==> src/rtl/core/multiwidth_unsigned_divider_core_assert.svh <==
// Assertion macros used by the divider output buffer.
// Needs clk and rst_n in the scope of each use.
`ifndef MULTIWIDTH_UNSIGNED_DIVIDER_CORE_ASSERT_SVH
`define MULTIWIDTH_UNSIGNED_DIVIDER_CORE_ASSERT_SVH

// Same-cycle implication, checked outside reset.
`define MWD_ASSERT_NOW(label, ante, cons, msg) \
  label: assert property (@(posedge clk) disable iff (!rst_n) (ante) |-> (cons)) \
    else $error(msg);

// Next-cycle implication, checked outside reset.
`define MWD_ASSERT_NEXT(label, ante, cons, msg) \
  label: assert property (@(posedge clk) disable iff (!rst_n) (ante) |=> (cons)) \
    else $error(msg);

`endif

==> src/rtl/core/mwd_pkg.sv <==
// Shared types, widths and width-code helpers for the divider core.
// No dependencies; used by every module of the core.
package mwd_pkg;

  localparam int DSOR_W    = 32;
  localparam int DEND_W    = 2 * DSOR_W;
  localparam int NUM_STEPS = DEND_W;

  // Operand width codes; bit 1 set selects the long width.
  localparam logic [1:0] OP_BYTE = 2'd0;
  localparam logic [1:0] OP_WORD = 2'd1;
  localparam logic [1:0] OP_LONG = 2'd2;
  localparam logic [1:0] OP_LONG_ALT = 2'd3;

  // Data handed from one divider cell to the next.
  typedef struct packed {
    logic              valid;
    logic [1:0]        opcode;
    logic [DSOR_W-1:0] dsor;
    logic [DSOR_W-1:0] rem;
    logic [DEND_W-1:0] dq;
    logic              dz;
    logic              ov;
  } cell_t;

  // One finished result.
  typedef struct packed {
    logic [DSOR_W-1:0] quotient;
    logic [DSOR_W-1:0] remainder;
    logic              dz;
    logic              ov;
  } result_t;

  // Mask of the operand-width bits for a width code.
  function automatic logic [DSOR_W-1:0] width_mask(input logic [1:0] opcode);
    logic [DSOR_W-1:0] m;
    unique case (opcode)
      OP_BYTE:              m = {{(DSOR_W-8){1'b0}}, 8'hFF};
      OP_WORD:              m = {{(DSOR_W-16){1'b0}}, 16'hFFFF};
      OP_LONG, OP_LONG_ALT: m = {DSOR_W{1'b1}};
      default:              m = {DSOR_W{1'b1}};
    endcase
    return m;
  endfunction

endpackage

==> src/rtl/core/mwd_out_buf.sv <==
// Two-entry output buffer that parts the divider pipeline from the result port.
// Depends on mwd_pkg for result_t and on the assertion macro header.
`include "multiwidth_unsigned_divider_core_assert.svh"

module mwd_out_buf
  import mwd_pkg::*;
(
  input  logic    clk,
  input  logic    rst_n,
  input  logic    push,
  input  result_t push_data,
  output logic    full,
  output logic    out_valid,
  input  logic    out_ready,
  output result_t out_data
);

  result_t    head_r;
  result_t    tail_r;
  logic [1:0] count_r;
  logic [1:0] count_nxt;
  logic       pop;

  assign pop       = out_valid && out_ready;
  assign out_valid = (count_r != 2'd0);
  assign full      = (count_r == 2'd2);
  assign out_data  = head_r;

  // Occupancy count.
  always_comb begin
    unique case ({push, pop})
      2'b10:   count_nxt = count_r + 2'd1;
      2'b01:   count_nxt = count_r - 2'd1;
      default: count_nxt = count_r;
    endcase
  end

  always_ff @(posedge clk) begin
    if (!rst_n) begin
      count_r <= 2'd0;
    end else begin
      count_r <= count_nxt;
    end
  end

  // Entry storage: the head is always the oldest result.
  always_ff @(posedge clk) begin
    unique case ({push, pop})
      2'b10: begin
        if (count_r == 2'd0) begin
          head_r <= push_data;
        end else begin
          tail_r <= push_data;
        end
      end
      2'b01: begin
        head_r <= tail_r;
      end
      2'b11: begin
        if (count_r == 2'd1) begin
          head_r <= push_data;
        end else begin
          head_r <= tail_r;
          tail_r <= push_data;
        end
      end
      default: begin
        head_r <= head_r;
      end
    endcase
  end

  // A push into a full buffer must coincide with a transfer out.
  `MWD_ASSERT_NOW(a_no_overrun, push && full, pop, "output buffer overrun")
  // A stalled result stays presented and unchanged.
  `MWD_ASSERT_NEXT(a_hold_stalled, out_valid && !out_ready,
                   out_valid && $stable(out_data), "stalled result changed")
  // Draining the last entry without a push leaves the buffer empty.
  `MWD_ASSERT_NEXT(a_drain_empty, pop && !push && (count_r == 2'd1), !out_valid,
                   "buffer not empty after last transfer")

endmodule

==> config.mk <==
export PLATFORM = sky130hd
export DESIGN_NAME = mwd_out_buf
export DESIGN_NICKNAME = d
export VERILOG_FILES = /design/src/rtl/core/mwd_pkg.sv /design/src/rtl/core/mwd_out_buf.sv
export VERILOG_INCLUDE_DIRS = /design/src /design/src/rtl/core
export SDC_FILE = /design/constraint.sdc
export NUM_CORES = 1
export LEC_CHECK = 0
export BUFFER_PORTS_ARGS = -buffer_cell sky130_fd_sc_hd__buf_4
export CAP_MARGIN = 25
export CELL_PAD_IN_SITES_DETAIL_PLACEMENT = 0
export CELL_PAD_IN_SITES_GLOBAL_PLACEMENT = 1
export CORE_MARGIN = 3
export CORE_UTILIZATION = 40
export CTS_BUF_LIST = sky130_fd_sc_hd__clkbuf_2
export CTS_CLUSTER_SIZE = 8
export DETAILED_ROUTE_END_ITERATION = 6
export PLACE_DENSITY = 0.8
export SLEW_MARGIN = 15
export SYNTH_ARGS = -nofsm -noshare
export SYNTH_HDL_FRONTEND = slang
export SYNTH_SLANG_ARGS = --single-unit
export TNS_END_PERCENT = 50
==> constraint.sdc <==
create_clock -name clk -period 9.7 [get_ports clk]
set_input_delay 2.91 -clock clk [delete_from_list [all_inputs] [get_ports clk]]
set_output_delay 2.91 -clock clk [all_outputs]
set_load 0.05 [all_outputs]
==> flow_metrics.tcl <==
set metrics [dict create \
    status "complete, no violations" \
    power_per_cell_area_mw_per_mm2 287.3 \
    finalWeightedCongestion 0.7278 \
    synth_area_leaders "edfxtp_1 (75%), a22o_1 (6.5%), a32oi_1 (4.3%)" \
    layoutNonFillerInstCount 636 \
    numPlacedInstances 603 \
    clock-skew-final_ps 23.82 \
    syn-instance-count 311 \
    post_cts.repair.setup_buffers 0 \
    detail_route.vias_per_cell 5.266 \
    firstDrtPassIters 4 \
    worst_pin_slew_ps 842.9 \
    clock_latency_late_sink_ps 640 \
    finalSetupTns_ps 0 \
    remaining_global_route_overflow 0 \
    post-route-drc-count 0 \
    synth.top_cell.area_share_pct 75.45 \
    final_antenna_net_count 0 \
    clock_tree.buffer_depth 2 \
    synth-async-reset-ratio_pct 0 \
    num_antenna_cells 0 \
    cell_area_after_synthesis_sq_mm 0.005254 \
    leakage_dissipation_nw 2.747 \
    post_synth_num_cell_types 24 \
    worst-path-max-fanout 4 \
    total_die_area_sq_mm 0.01455 \
    area_growth_syn_to_layout_pct 29.27 \
    post-synth-top-area-cell "edfxtp_1" \
    numPortBuffers 137 \
    timing.reg2reg.setup_slack_ps 6520 \
    max_cap_viol_count 0 \
    postSynthNetCount 390 \
    cts_resized 0 \
    clkSinkCount 134 \
    number_of_antenna_violations_at_the_first_check_in_global_routing 0 \
    die_h_um 120.6 \
    critPathRequiredTime_ps 6790 \
    first_global_vias 3342 \
    fin_crit_ps 4714 \
    drv_slew 0 \
    initial_core_utilization_pct 41.30 \
    max_slew_margin_pct 43.81 \
    count_leader_synth "edfxtp_1" \
    nFillCells 1091 \
    worstSetupPathType "reg -> out" \
    post_route_cells_drive_above_1_share_pct 38.15 \
    ys_seq_elements 134 \
    design.final.nets 530 \
    postSynth.topFlopCell "edfxtp_1" \
    dpl.hpwl_mm 7.557 \
    max-vdd-ir-drop_v 0.0001176 \
    detail_route.iter0.violations 282 \
    worst-endpoint-arrival_ps 1800 \
    cts_tree "built" \
    fmaxAchievable_ghz 0.2121 \
    yosysWarningCount 0 \
    routed_wire_length_per_instance_um 17.70 \
    timing_hold_violations_final 0 \
    synth-seq-area-share_pct 76.21 \
    detailroute.via_count 3349 \
    die_width_um 120.6 \
    row_count 41 \
    cts.root.buffer_cell "clkbuf_2" \
    grt_pass1_wl_mm 17.45 \
    setup_viol 0 \
    worst_setup_hold_path_clk_slew_ps 190 \
    design.portCount 138 \
    yosys-top-cells-count "edfxtp_1 (132), a22o_1 (39), a22oi_1 (27), nand2_1 (27), a32oi_1 (26)" \
    global_route_total_usage_across_every_layer_pct 15.61 \
    worstHoldPathType "reg -> reg" \
    postRouteWirelength_mm 11.26 \
    maximum_number_of_pins_on_one_net_before_global_route_repair 67 \
    worst_setup_path_start_kind "register" \
    syn_avg_cell_area_sq_um 16.89 \
    total_cts_buffers 17 \
    synth_enable_flop_cells 132 \
    endpoint_kind "output port" \
    core_region_area_sq_mm 0.01272 \
    post-route-period-util_pct 48.60 \
    setup_repair_after_global_routing_missed_its_margin "no" \
    postLayoutCoreUtil_pct 53.38 \
    holdBufCountCts 0 \
    timing.hold.ws_ps 540.8 \
    htree_depth 4 \
]
[where the power goes]
| group | switching, W | leakage, nW | internal (W) |
|---|---|---|---|
| logic | 0.000482 | 1.27 | 0.000182 |
| registers | 0.0000437 | 1.29 | 0.000824 |
| clock network | 0.000199 | 0.181 | 0.000221 |
[final timing paths]
check	startpoint	to	cells after the start
worst max-delay path	count_r[0]	out_valid	4
worst min-delay path	count_r[0]	count_r[0]	2
worst max register to register	count_r[0]	out_data[63]	7
worst min register to register	count_r[0]	count_r[0]	2
[sequential cells by signal (all words and copies together) (netlist names)]
| signal | cells |
|---|---|
| tail_r | 66 |
| count_r | 2 |
| out_data | 66 |
[critical path, stage by stage (launching register included)]
cell	delay [ps]
dfxtp_1	420
inv_1	100
ha_1	280
inv_1	140
buf_4	210
[stage by stage]
| stage | power, W | setup slack (ps) | cell area [sq um] |
|---|---|---|---|
| 6_report | 0.001951 | 4986 | 6792 |
| 2_1_floorplan | 0.001363 | 405.5 | 5254 |
| 3_5_place_dp | 0.001550 | 3447 | 6449 |
| 5_1_grt | 0.002042 | 4769 | 6792 |
| 3_3_place_gp | 0.001539 | 3581 | 6449 |
| 4_1_cts | 0.001967 | 4213 | 6769 |
[final cells by class]
class / count / area (sq um) / share of cell area, %
Sequential cell: 134 / 4004 / 58.95
Inverter: 6 / 22.52 / 0.3316
Clock inverter: 14 / 230.2 / 3.390
Multi-Input combinational cell: 149 / 1149 / 16.91
Clock buffer: 18 / 90.09 / 1.326
Timing Repair Buffer: 143 / 1081 / 15.92
Tap cell: 172 / 215.2 / 3.169
[logic make-up after synthesis]
kind of cell / count (synthesis) / synth area share [%]
AO/OA/AOI/OAI: 100 / 15.69
AND/OR/NAND/NOR: 39 / 3.168
flip-flops: 134 / 76.21
XOR/XNOR: 1 / 0.1667
adder cells (fa/ha/maj): 9 / 2.143
buffers and inverters: 28 / 2.620
[layout by cell type (no fill, tap or decap), types with 2 or more instances in the layout]
cell	instances
buf_4	142
a32oi_1	26
a22oi_1	27
clkinv_4	2
bufinv_16	6
a21o_1	3
clkbuf_2	18
inv_1	6
nand2_1	27
ha_1	8
dfxtp_1	2
nor2b_1	2
a22o_1	39
clkinv_1	3
nand3_1	4
edfxtp_1	132
[per-layer routing]
layer | track usage [%] | up-vias | routed length, um | part of all wire [%]
met5 | 0 | - | 0 | 0
met4 | 5.028 | 0 | 78 | 0.69
met3 | 6.080 | 9 | 922 | 8.2
met2 | 23.96 | 139 | 5311 | 47
met1 | 20.47 | 1646 | 4946 | 44
li1 | - | 1555 | - | -
Power figures use the tool's default switching activity.
