### config.mk
export PLATFORM = sky130hd
export DESIGN_NAME = mwd_cell
export DESIGN_NICKNAME = d
export VERILOG_FILES = /design/src/rtl/core/multiwidth_unsigned_divider_core_assert.svh /design/src/rtl/core/mwd_pkg.sv /design/src/rtl/core/mwd_cell.sv
export SDC_FILE = /design/constraint.sdc
export NUM_CORES = 1
export LEC_CHECK = 0
export BUFFER_PORTS_ARGS = -buffer_cell sky130_fd_sc_hd__buf_4
export CAP_MARGIN = 10
export CORE_ASPECT_RATIO = 2
export CORE_UTILIZATION = 40
export CTS_CLUSTER_DIAMETER = 60
export DETAILED_ROUTE_END_ITERATION = 12
export GPL_TIMING_DRIVEN = 1
export PLACE_DENSITY = 0.76
export SYNTH_ARGS = -nofsm -noshare
export SYNTH_HDL_FRONTEND = slang
export SYNTH_SLANG_ARGS = --single-unit
### constraint.sdc
create_clock -name clk -period 9.7 [get_ports clk]
set_input_delay 1.455 -clock clk [delete_from_list [all_inputs] [get_ports clk]]
set_output_delay 1.455 -clock clk [all_outputs]
set_load 0.05 [all_outputs]
### src/rtl/core/multiwidth_unsigned_divider_core_assert.svh
// Assertion macros used by the divider output buffer.
// Needs clk and rst_n in the scope of each use.
`ifndef MULTIWIDTH_UNSIGNED_DIVIDER_CORE_ASSERT_SVH
`define MULTIWIDTH_UNSIGNED_DIVIDER_CORE_ASSERT_SVH

// Same-cycle implication, checked outside reset.
`define MWD_ASSERT_NOW(label, ante, cons, msg) \
  label: assert property (@(posedge clk) disable iff (!rst_n) (ante) |-> (cons)) \
    else $error(msg);

// Next-cycle implication, checked outside reset.
`define MWD_ASSERT_NEXT(label, ante, cons, msg) \
  label: assert property (@(posedge clk) disable iff (!rst_n) (ante) |=> (cons)) \
    else $error(msg);

`endif

### src/rtl/core/mwd_pkg.sv
// Shared types, widths and width-code helpers for the divider core.
// No dependencies; used by every module of the core.
package mwd_pkg;

  localparam int DSOR_W    = 32;
  localparam int DEND_W    = 2 * DSOR_W;
  localparam int NUM_STEPS = DEND_W;

  // Operand width codes; bit 1 set selects the long width.
  localparam logic [1:0] OP_BYTE = 2'd0;
  localparam logic [1:0] OP_WORD = 2'd1;
  localparam logic [1:0] OP_LONG = 2'd2;
  localparam logic [1:0] OP_LONG_ALT = 2'd3;

  // Data handed from one divider cell to the next.
  typedef struct packed {
    logic              valid;
    logic [1:0]        opcode;
    logic [DSOR_W-1:0] dsor;
    logic [DSOR_W-1:0] rem;
    logic [DEND_W-1:0] dq;
    logic              dz;
    logic              ov;
  } cell_t;

  // One finished result.
  typedef struct packed {
    logic [DSOR_W-1:0] quotient;
    logic [DSOR_W-1:0] remainder;
    logic              dz;
    logic              ov;
  } result_t;

  // Mask of the operand-width bits for a width code.
  function automatic logic [DSOR_W-1:0] width_mask(input logic [1:0] opcode);
    logic [DSOR_W-1:0] m;
    unique case (opcode)
      OP_BYTE:              m = {{(DSOR_W-8){1'b0}}, 8'hFF};
      OP_WORD:              m = {{(DSOR_W-16){1'b0}}, 16'hFFFF};
      OP_LONG, OP_LONG_ALT: m = {DSOR_W{1'b1}};
      default:              m = {DSOR_W{1'b1}};
    endcase
    return m;
  endfunction

endpackage

### src/rtl/core/mwd_cell.sv
// One restoring-division cell: a single compare-and-subtract step.
// Depends on mwd_pkg for cell_t and the operand widths.
module mwd_cell
  import mwd_pkg::*;
(
  input  logic  clk,
  input  logic  rst_n,
  input  logic  advance,
  input  cell_t cell_i,
  output cell_t cell_o
);

  cell_t             cell_r;
  cell_t             cell_nxt;
  logic [DSOR_W:0]   trial;
  logic [DSOR_W:0]   diff;
  logic              take;

  // Shift in the next dividend bit and try to subtract the divisor.
  always_comb begin
    trial    = {cell_i.rem, cell_i.dq[DEND_W-1]};
    diff     = trial - {1'b0, cell_i.dsor};
    take     = (trial >= {1'b0, cell_i.dsor});
    cell_nxt = cell_i;
    cell_nxt.rem = take ? diff[DSOR_W-1:0] : trial[DSOR_W-1:0];
    cell_nxt.dq  = {cell_i.dq[DEND_W-2:0], take};
  end

  // Stage register; only the valid flag is reset.
  always_ff @(posedge clk) begin
    if (!rst_n) begin
      cell_r.valid <= 1'b0;
    end else if (advance) begin
      cell_r <= cell_nxt;
    end
  end

  assign cell_o = cell_r;

endmodule

==> results_dict.tcl, run 1 <==
set metrics [dict create \
    port_buffers 268 \
    synth-main-ff-cell "edfxtp_1" \
    cts_root_buffer "clkbuf_16" \
    start_util_pct 40.8 \
    cts_hold_buf 0 \
    clockBufferDepth 2 \
    seq_area_frac_synth_pct 64.1 \
    drc 0 \
    grt_overflow_total 0 \
    relSlewSlack_pct 29.4 \
    ios 269 \
    maxCapViolCount 0 \
    worst-endpoint-required_ns 9.86 \
    cts_resized 0 \
    worst_ep_arrival_time_ns 5.09 \
    core_um2 15200 \
    min_period_ns 4.93 \
    largest_reg_flops 133 \
    final_common_cell "buf_4" \
    critPathKind "in2reg" \
    power_mw 1.77 \
    syn_to_final_growth_pct 44.6 \
    wl_um 16400 \
    synthCells 479 \
    netlist_area_um2 6210 \
    async_flop_share_pct 0 \
    grt_max_degree 72 \
    path_max_fanout 30 \
    outcome "complete, no violations" \
    n_antenna_cell 0 \
    routedWlPerCell_um 17.0 \
    cts_setup_buffers 0 \
    fin_nets 920 \
    final_cell_mix "buf_4 (270), edfxtp_1 (132), a21oi_1 (54), inv_1 (38), nor2_1 (36)" \
    cts_tree "built" \
    fin_area_um2 8990 \
    clkTransAtPathRegs_ns 0.06 \
    cts_made_buffers 17 \
    synth_edf_count 132 \
    clk_latency_ns 0.42 \
    placed_cell_area_um2 8400 \
    power_density_nw_per_um2 197 \
    drt_iter0_markers 166 \
    finalCritPeriodShare_pct 50.9 \
    ant_nets 0 \
    hold_path_class "reg2reg" \
    ys_ff_latch 133 \
    post_drt_via_cell_ratio 5.08 \
    syn_area_per_cell_um2 13.0 \
    gr-usage-all-layers_pct 20.0 \
    num_vias 4884 \
    hold_violations 0 \
    dieArea_um2 16100 \
    vdd_drop_max_mv 0.125 \
    p_leak_nw 3.87 \
    h-tree-depth 4 \
    cts.sinks 133 \
    antenna_found_initial 0 \
    syn_nets 648 \
    hpwl_um 12600 \
    timing.fmax_mhz 203 \
    drive_gt1_share_pct 40.8 \
    rsz0062_at_grt "false" \
    worstMarginPinSlew_ns 1.06 \
    yosysWarnings 0 \
    crit_path_end_kind "flip-flop" \
    grt_pass1_vias 4921 \
    ys_types 48 \
    fin_skew_ns 0 \
    finalMaxSlewViolations 0 \
    cp-start-kind "primary input" \
    die_w_um 90.1 \
    finalSetupTns_ns 0 \
    setup_viol 0 \
    first_pass_iters 5 \
    grt_pass1_wl_um 24500 \
    gp_congestion 0.865 \
    rows 64 \
    die_h_um 178 \
]
## critical path, cell delays in order
cell	delay, ns
buf_4	0.12
ha_1	0.42
nand4_1	0.21
or4_1	0.49
a21oi_1	0.13
nor3_1	0.08
a211oi_2	0.25
o21ai_2	0.17
o31ai_4	0.91
buf_4	0.47
mux2_1	0.36
## path summary, 6_finish.rpt
check	startpoint	to	slack (ns)	depth (start not counted)
worst max-delay path	cell_i[81]	cell_o[79]	4.77	11
worst min-delay path	cell_o[132]	cell_o[132]	0.54	2
worst max register to register	cell_o[132]	cell_o[132]	9.10	2
worst min register to register	cell_o[132]	cell_o[132]	0.54	2
## layout make-up
cell class	instances	area, um^2
multi-input cells	291	2000
fillers	1265	6230
repair buffers	270	2030
inverters	38	143
clock inverters	13	150
flip-flops and latches	133	3980
well taps	198	248
clock buffers	19	433
## synthesized netlist by cell type (all sizes together), types with 5 or more instances
master	n	area [um^2]
a21o	12	90.1
a21oi	54	270
a31oi	5	31.3
buf	11	62.6
clkbuf	6	23.8
edfxtp	132	3960
ha	32	400
inv	38	143
mux2	10	113
nand2	27	101
nand3	8	40.0
nand4	7	43.8
nor2	36	135
o21a	6	45.0
o21ai	17	88.8
xnor2	16	140
xor2	11	96.3
## where the power goes
part,internal [mW],switching [mW]
registers,0.689,0.0130
clock network,0.382,0.254
logic,0.154,0.284
## per-layer routing
metal,vias to the layer above,global-route usage (%),part of all wire (%),routed length (um)
met1,2317,19.9,35,5660
met2,209,37.7,57,9330
met3,36,4.69,5.4,881
li1,2322,-,-,-
met4,0,11.4,3.1,505
met5,-,0,0,0
## stage by stage
step	setup WS [ns]	std cells	hold WS, ns	utilization, %
floorplan	4.72	479	0.743	-
global placement	4.42	930	0.510	55.2
detailed placement	4.27	930	0.531	55.2
CTS	4.69	962	0.542	59.1
global route	4.49	962	0.576	59.1
finish	4.77	962	0.537	59.1
## kinds of logic (layout without fill, tap and decap cells)
logic type | Yosys count | count (layout) | synth area share, %
AO/OA/AOI/OAI | 118 | 118 | 11.8
XOR/XNOR | 27 | 27 | 3.81
adder cells (fa/ha/maj) | 33 | 33 | 6.77
buffers and inverters | 55 | 340 | 3.69
flip-flops | 133 | 133 | 64.1
multiplexers | 13 | 13 | 2.30
AND/OR/NAND/NOR | 100 | 100 | 7.49
No activity file was read; power rests on OpenSTA's default activity.
==> run 2: changes to the inputs <==
--- a/config.mk
+++ b/config.mk
@@ -12,7 +12,7 @@
 export CTS_CLUSTER_DIAMETER = 60
 export DETAILED_ROUTE_END_ITERATION = 12
 export GPL_TIMING_DRIVEN = 1
-export PLACE_DENSITY = 0.76
+export PLACE_DENSITY = 0.79
 export SYNTH_ARGS = -nofsm -noshare
 export SYNTH_HDL_FRONTEND = slang
 export SYNTH_SLANG_ARGS = --single-unit
==> constraint.sdc (replaced) <==
create_clock -name clk -period 4.1 [get_ports clk]
set_input_delay 0.615 -clock clk [delete_from_list [all_inputs] [get_ports clk]]
set_output_delay 0.615 -clock clk [all_outputs]
set_load 0.05 [all_outputs]
==> run 2 against run 1 <==
Effect of this change: sequential power up 140%; clock skew unchanged; utilization up 0.35 points; non-clock buffer count up 3; wire length down 3.9%; total power up 140%; via count down 2.7%; hold slack worse by 0.17 ns; largest cell class unchanged; critical path depth up 2; global-route usage down 0.75 points.
==> results_dict.tcl, run 2 (synthesis gave the netlist of run 1 again) <==
set metrics [dict create \
    first_pass_iters 4 \
    cts_root_buffer "clkbuf_16" \
    holdWs_ns 0.368 \
    hold_violations 0 \
    hpwl_um 12100 \
    instances_no_fill 965 \
    crit_chain "buf_4 > inv_1 > ha_1 > fa_1 > nand2b_1 > a21oi_1 > o21ai_0 > o311a_1 > a31oi_1 > a21oi_1 > o41ai_1 > xor2_1 > mux2_1" \
    drive_gt1_share_pct 40.7 \
    routedWlPerCell_um 16.3 \
    clkTransAtPathRegs_ns 0.06 \
    h-tree-depth 4 \
    die_w_um 90.1 \
    core_um2 15200 \
    finalMaxSlewViolations 0 \
    p_comb_share_pct 24.4 \
    power_density_nw_per_um2 467 \
    rows 64 \
    cts.sinks 133 \
    min_period_ns 3.45 \
    cts_hold_buf 0 \
    fin_area_um2 9040 \
    port_buffers 268 \
    fin_nets 923 \
    netSwitchingFraction_pct 30.1 \
    largest_reg_flops 133 \
    vdd_drop_max_mv 0.301 \
    p_leak_nw 3.91 \
    worst-endpoint-required_ns 4.27 \
    slowest_stage "fa_1" \
    drt_iter0_markers 213 \
    utilization_pct 59.4 \
    maxCapViolCount 0 \
    finalSetupTns_ns 0 \
    n_antenna_cell 0 \
    clkPwrFrac_pct 36.3 \
    placed_cell_area_um2 8450 \
    grt_max_degree 53 \
    final_cell_mix "buf_4 (271), edfxtp_1 (132), a21oi_1 (54), inv_1 (38), nor2_1 (36)" \
    grt_overflow_total 0 \
    num_vias 4754 \
    fin_skew_ns 0 \
    gp_congestion 0.809 \
    syn_to_final_growth_pct 45.5 \
    wl_um 15700 \
    timing.fmax_mhz 290 \
    antenna_found_initial 0 \
    setup_viol 0 \
    cts_setup_buffers 0 \
    hold_path_class "in2reg" \
    cp-start-kind "primary input" \
    p_sw_mw 1.27 \
    crit_top_cell "a21oi_1" \
    multi_input_area_um2 2000 \
    p_int_mw 2.96 \
    crit_path_end_kind "flip-flop" \
    cts_resized 0 \
    clockBufferDepth 2 \
    regArea_um2 3980 \
    post_drt_via_cell_ratio 4.93 \
    die_h_um 178 \
    n_fill_cell 1310 \
    place_inst 933 \
    clk_latency_ns 0.42 \
    ant_nets 0 \
    gr-usage-all-layers_pct 19.3 \
    outcome "complete, no violations" \
    critPathKind "in2reg" \
    cts_made_buffers 17 \
    start_util_pct 40.8 \
    dieArea_um2 16100 \
    cpPeakStageDelay_ns 0.41 \
    final_common_cell "buf_4" \
    worst_ep_arrival_time_ns 3.61 \
    rsz0062_at_grt "false" \
    cts_tree "built" \
    drc 0 \
    ios 269 \
    worstMarginPinSlew_ns 0.698 \
    grt_pass1_wl_um 23500 \
    relSlewSlack_pct 53.4 \
    path_max_fanout 4 \
    finalCritPeriodShare_pct 84.1 \
    pwr-share-seq_pct 39.3 \
    grt_pass1_vias 4725 \
]
[run 2: worst max-delay path, delay by kind of cell]
kind | cells | cell delay (ns)
mux | 1 | 0.30
xor+xnor | 1 | 0.11
compound gates | 6 | 1.65
fa+ha+maj | 2 | 0.62
buf+inv | 2 | 0.11
simple gates | 1 | 0.19
[run 2: per-stage QoR]
step / power [mW] / worst slack, ns
global placement: 2.71 / 0.358
global route: 4.38 / 0.392
detailed placement: 2.72 / 0.266
CTS: 4.26 / 0.690
finish: 4.23 / 0.653
floorplan: 2.37 / 0.714
[run 2: routing by layer]
layer / vias to the layer above / GRT usage (%) / share of wire (%)
met5: - / 0 / 0
li1: 2323 / - / -
met4: 0 / 11.0 / 3.5
met3: 30 / 5.50 / 5.5
met1: 2226 / 18.8 / 36
met2: 175 / 36.0 / 55
[run 2: area by class of cell]
class,instances,area share [%]
Tap cell,198,2.74
Clock inverter,12,1.69
Multi-Input combinational cell,291,22.2
Clock buffer,20,4.83
Inverter,38,1.58
Sequential cell,133,44.1
Timing Repair Buffer,273,22.9
[run 2: power groups by stage]
stage | Combinational (mW) | Sequential (mW) | Clock (mW)
6_report | 1.03 | 1.66 | 1.53
5_1_grt | 1.10 | 1.67 | 1.62
4_1_cts | 1.04 | 1.66 | 1.56
3_5_place_dp | 1.03 | 1.69 | 0
3_3_place_gp | 1.02 | 1.68 | 0
2_1_floorplan | 0.324 | 2.05 | 0
[run 2: final timing paths]
| check | startpoint | endpoint | slack [ns] | depth (start not counted) |
|---|---|---|---|---|
| max | cell_i[65] | cell_o[96] | 0.65 | 13 |
| max reg2reg | cell_o[132] | cell_o[132] | 3.51 | 2 |
| min reg2reg | cell_o[132] | cell_o[132] | 0.53 | 2 |
| min | cell_i[31] | cell_o[32] | 0.37 | 1 |
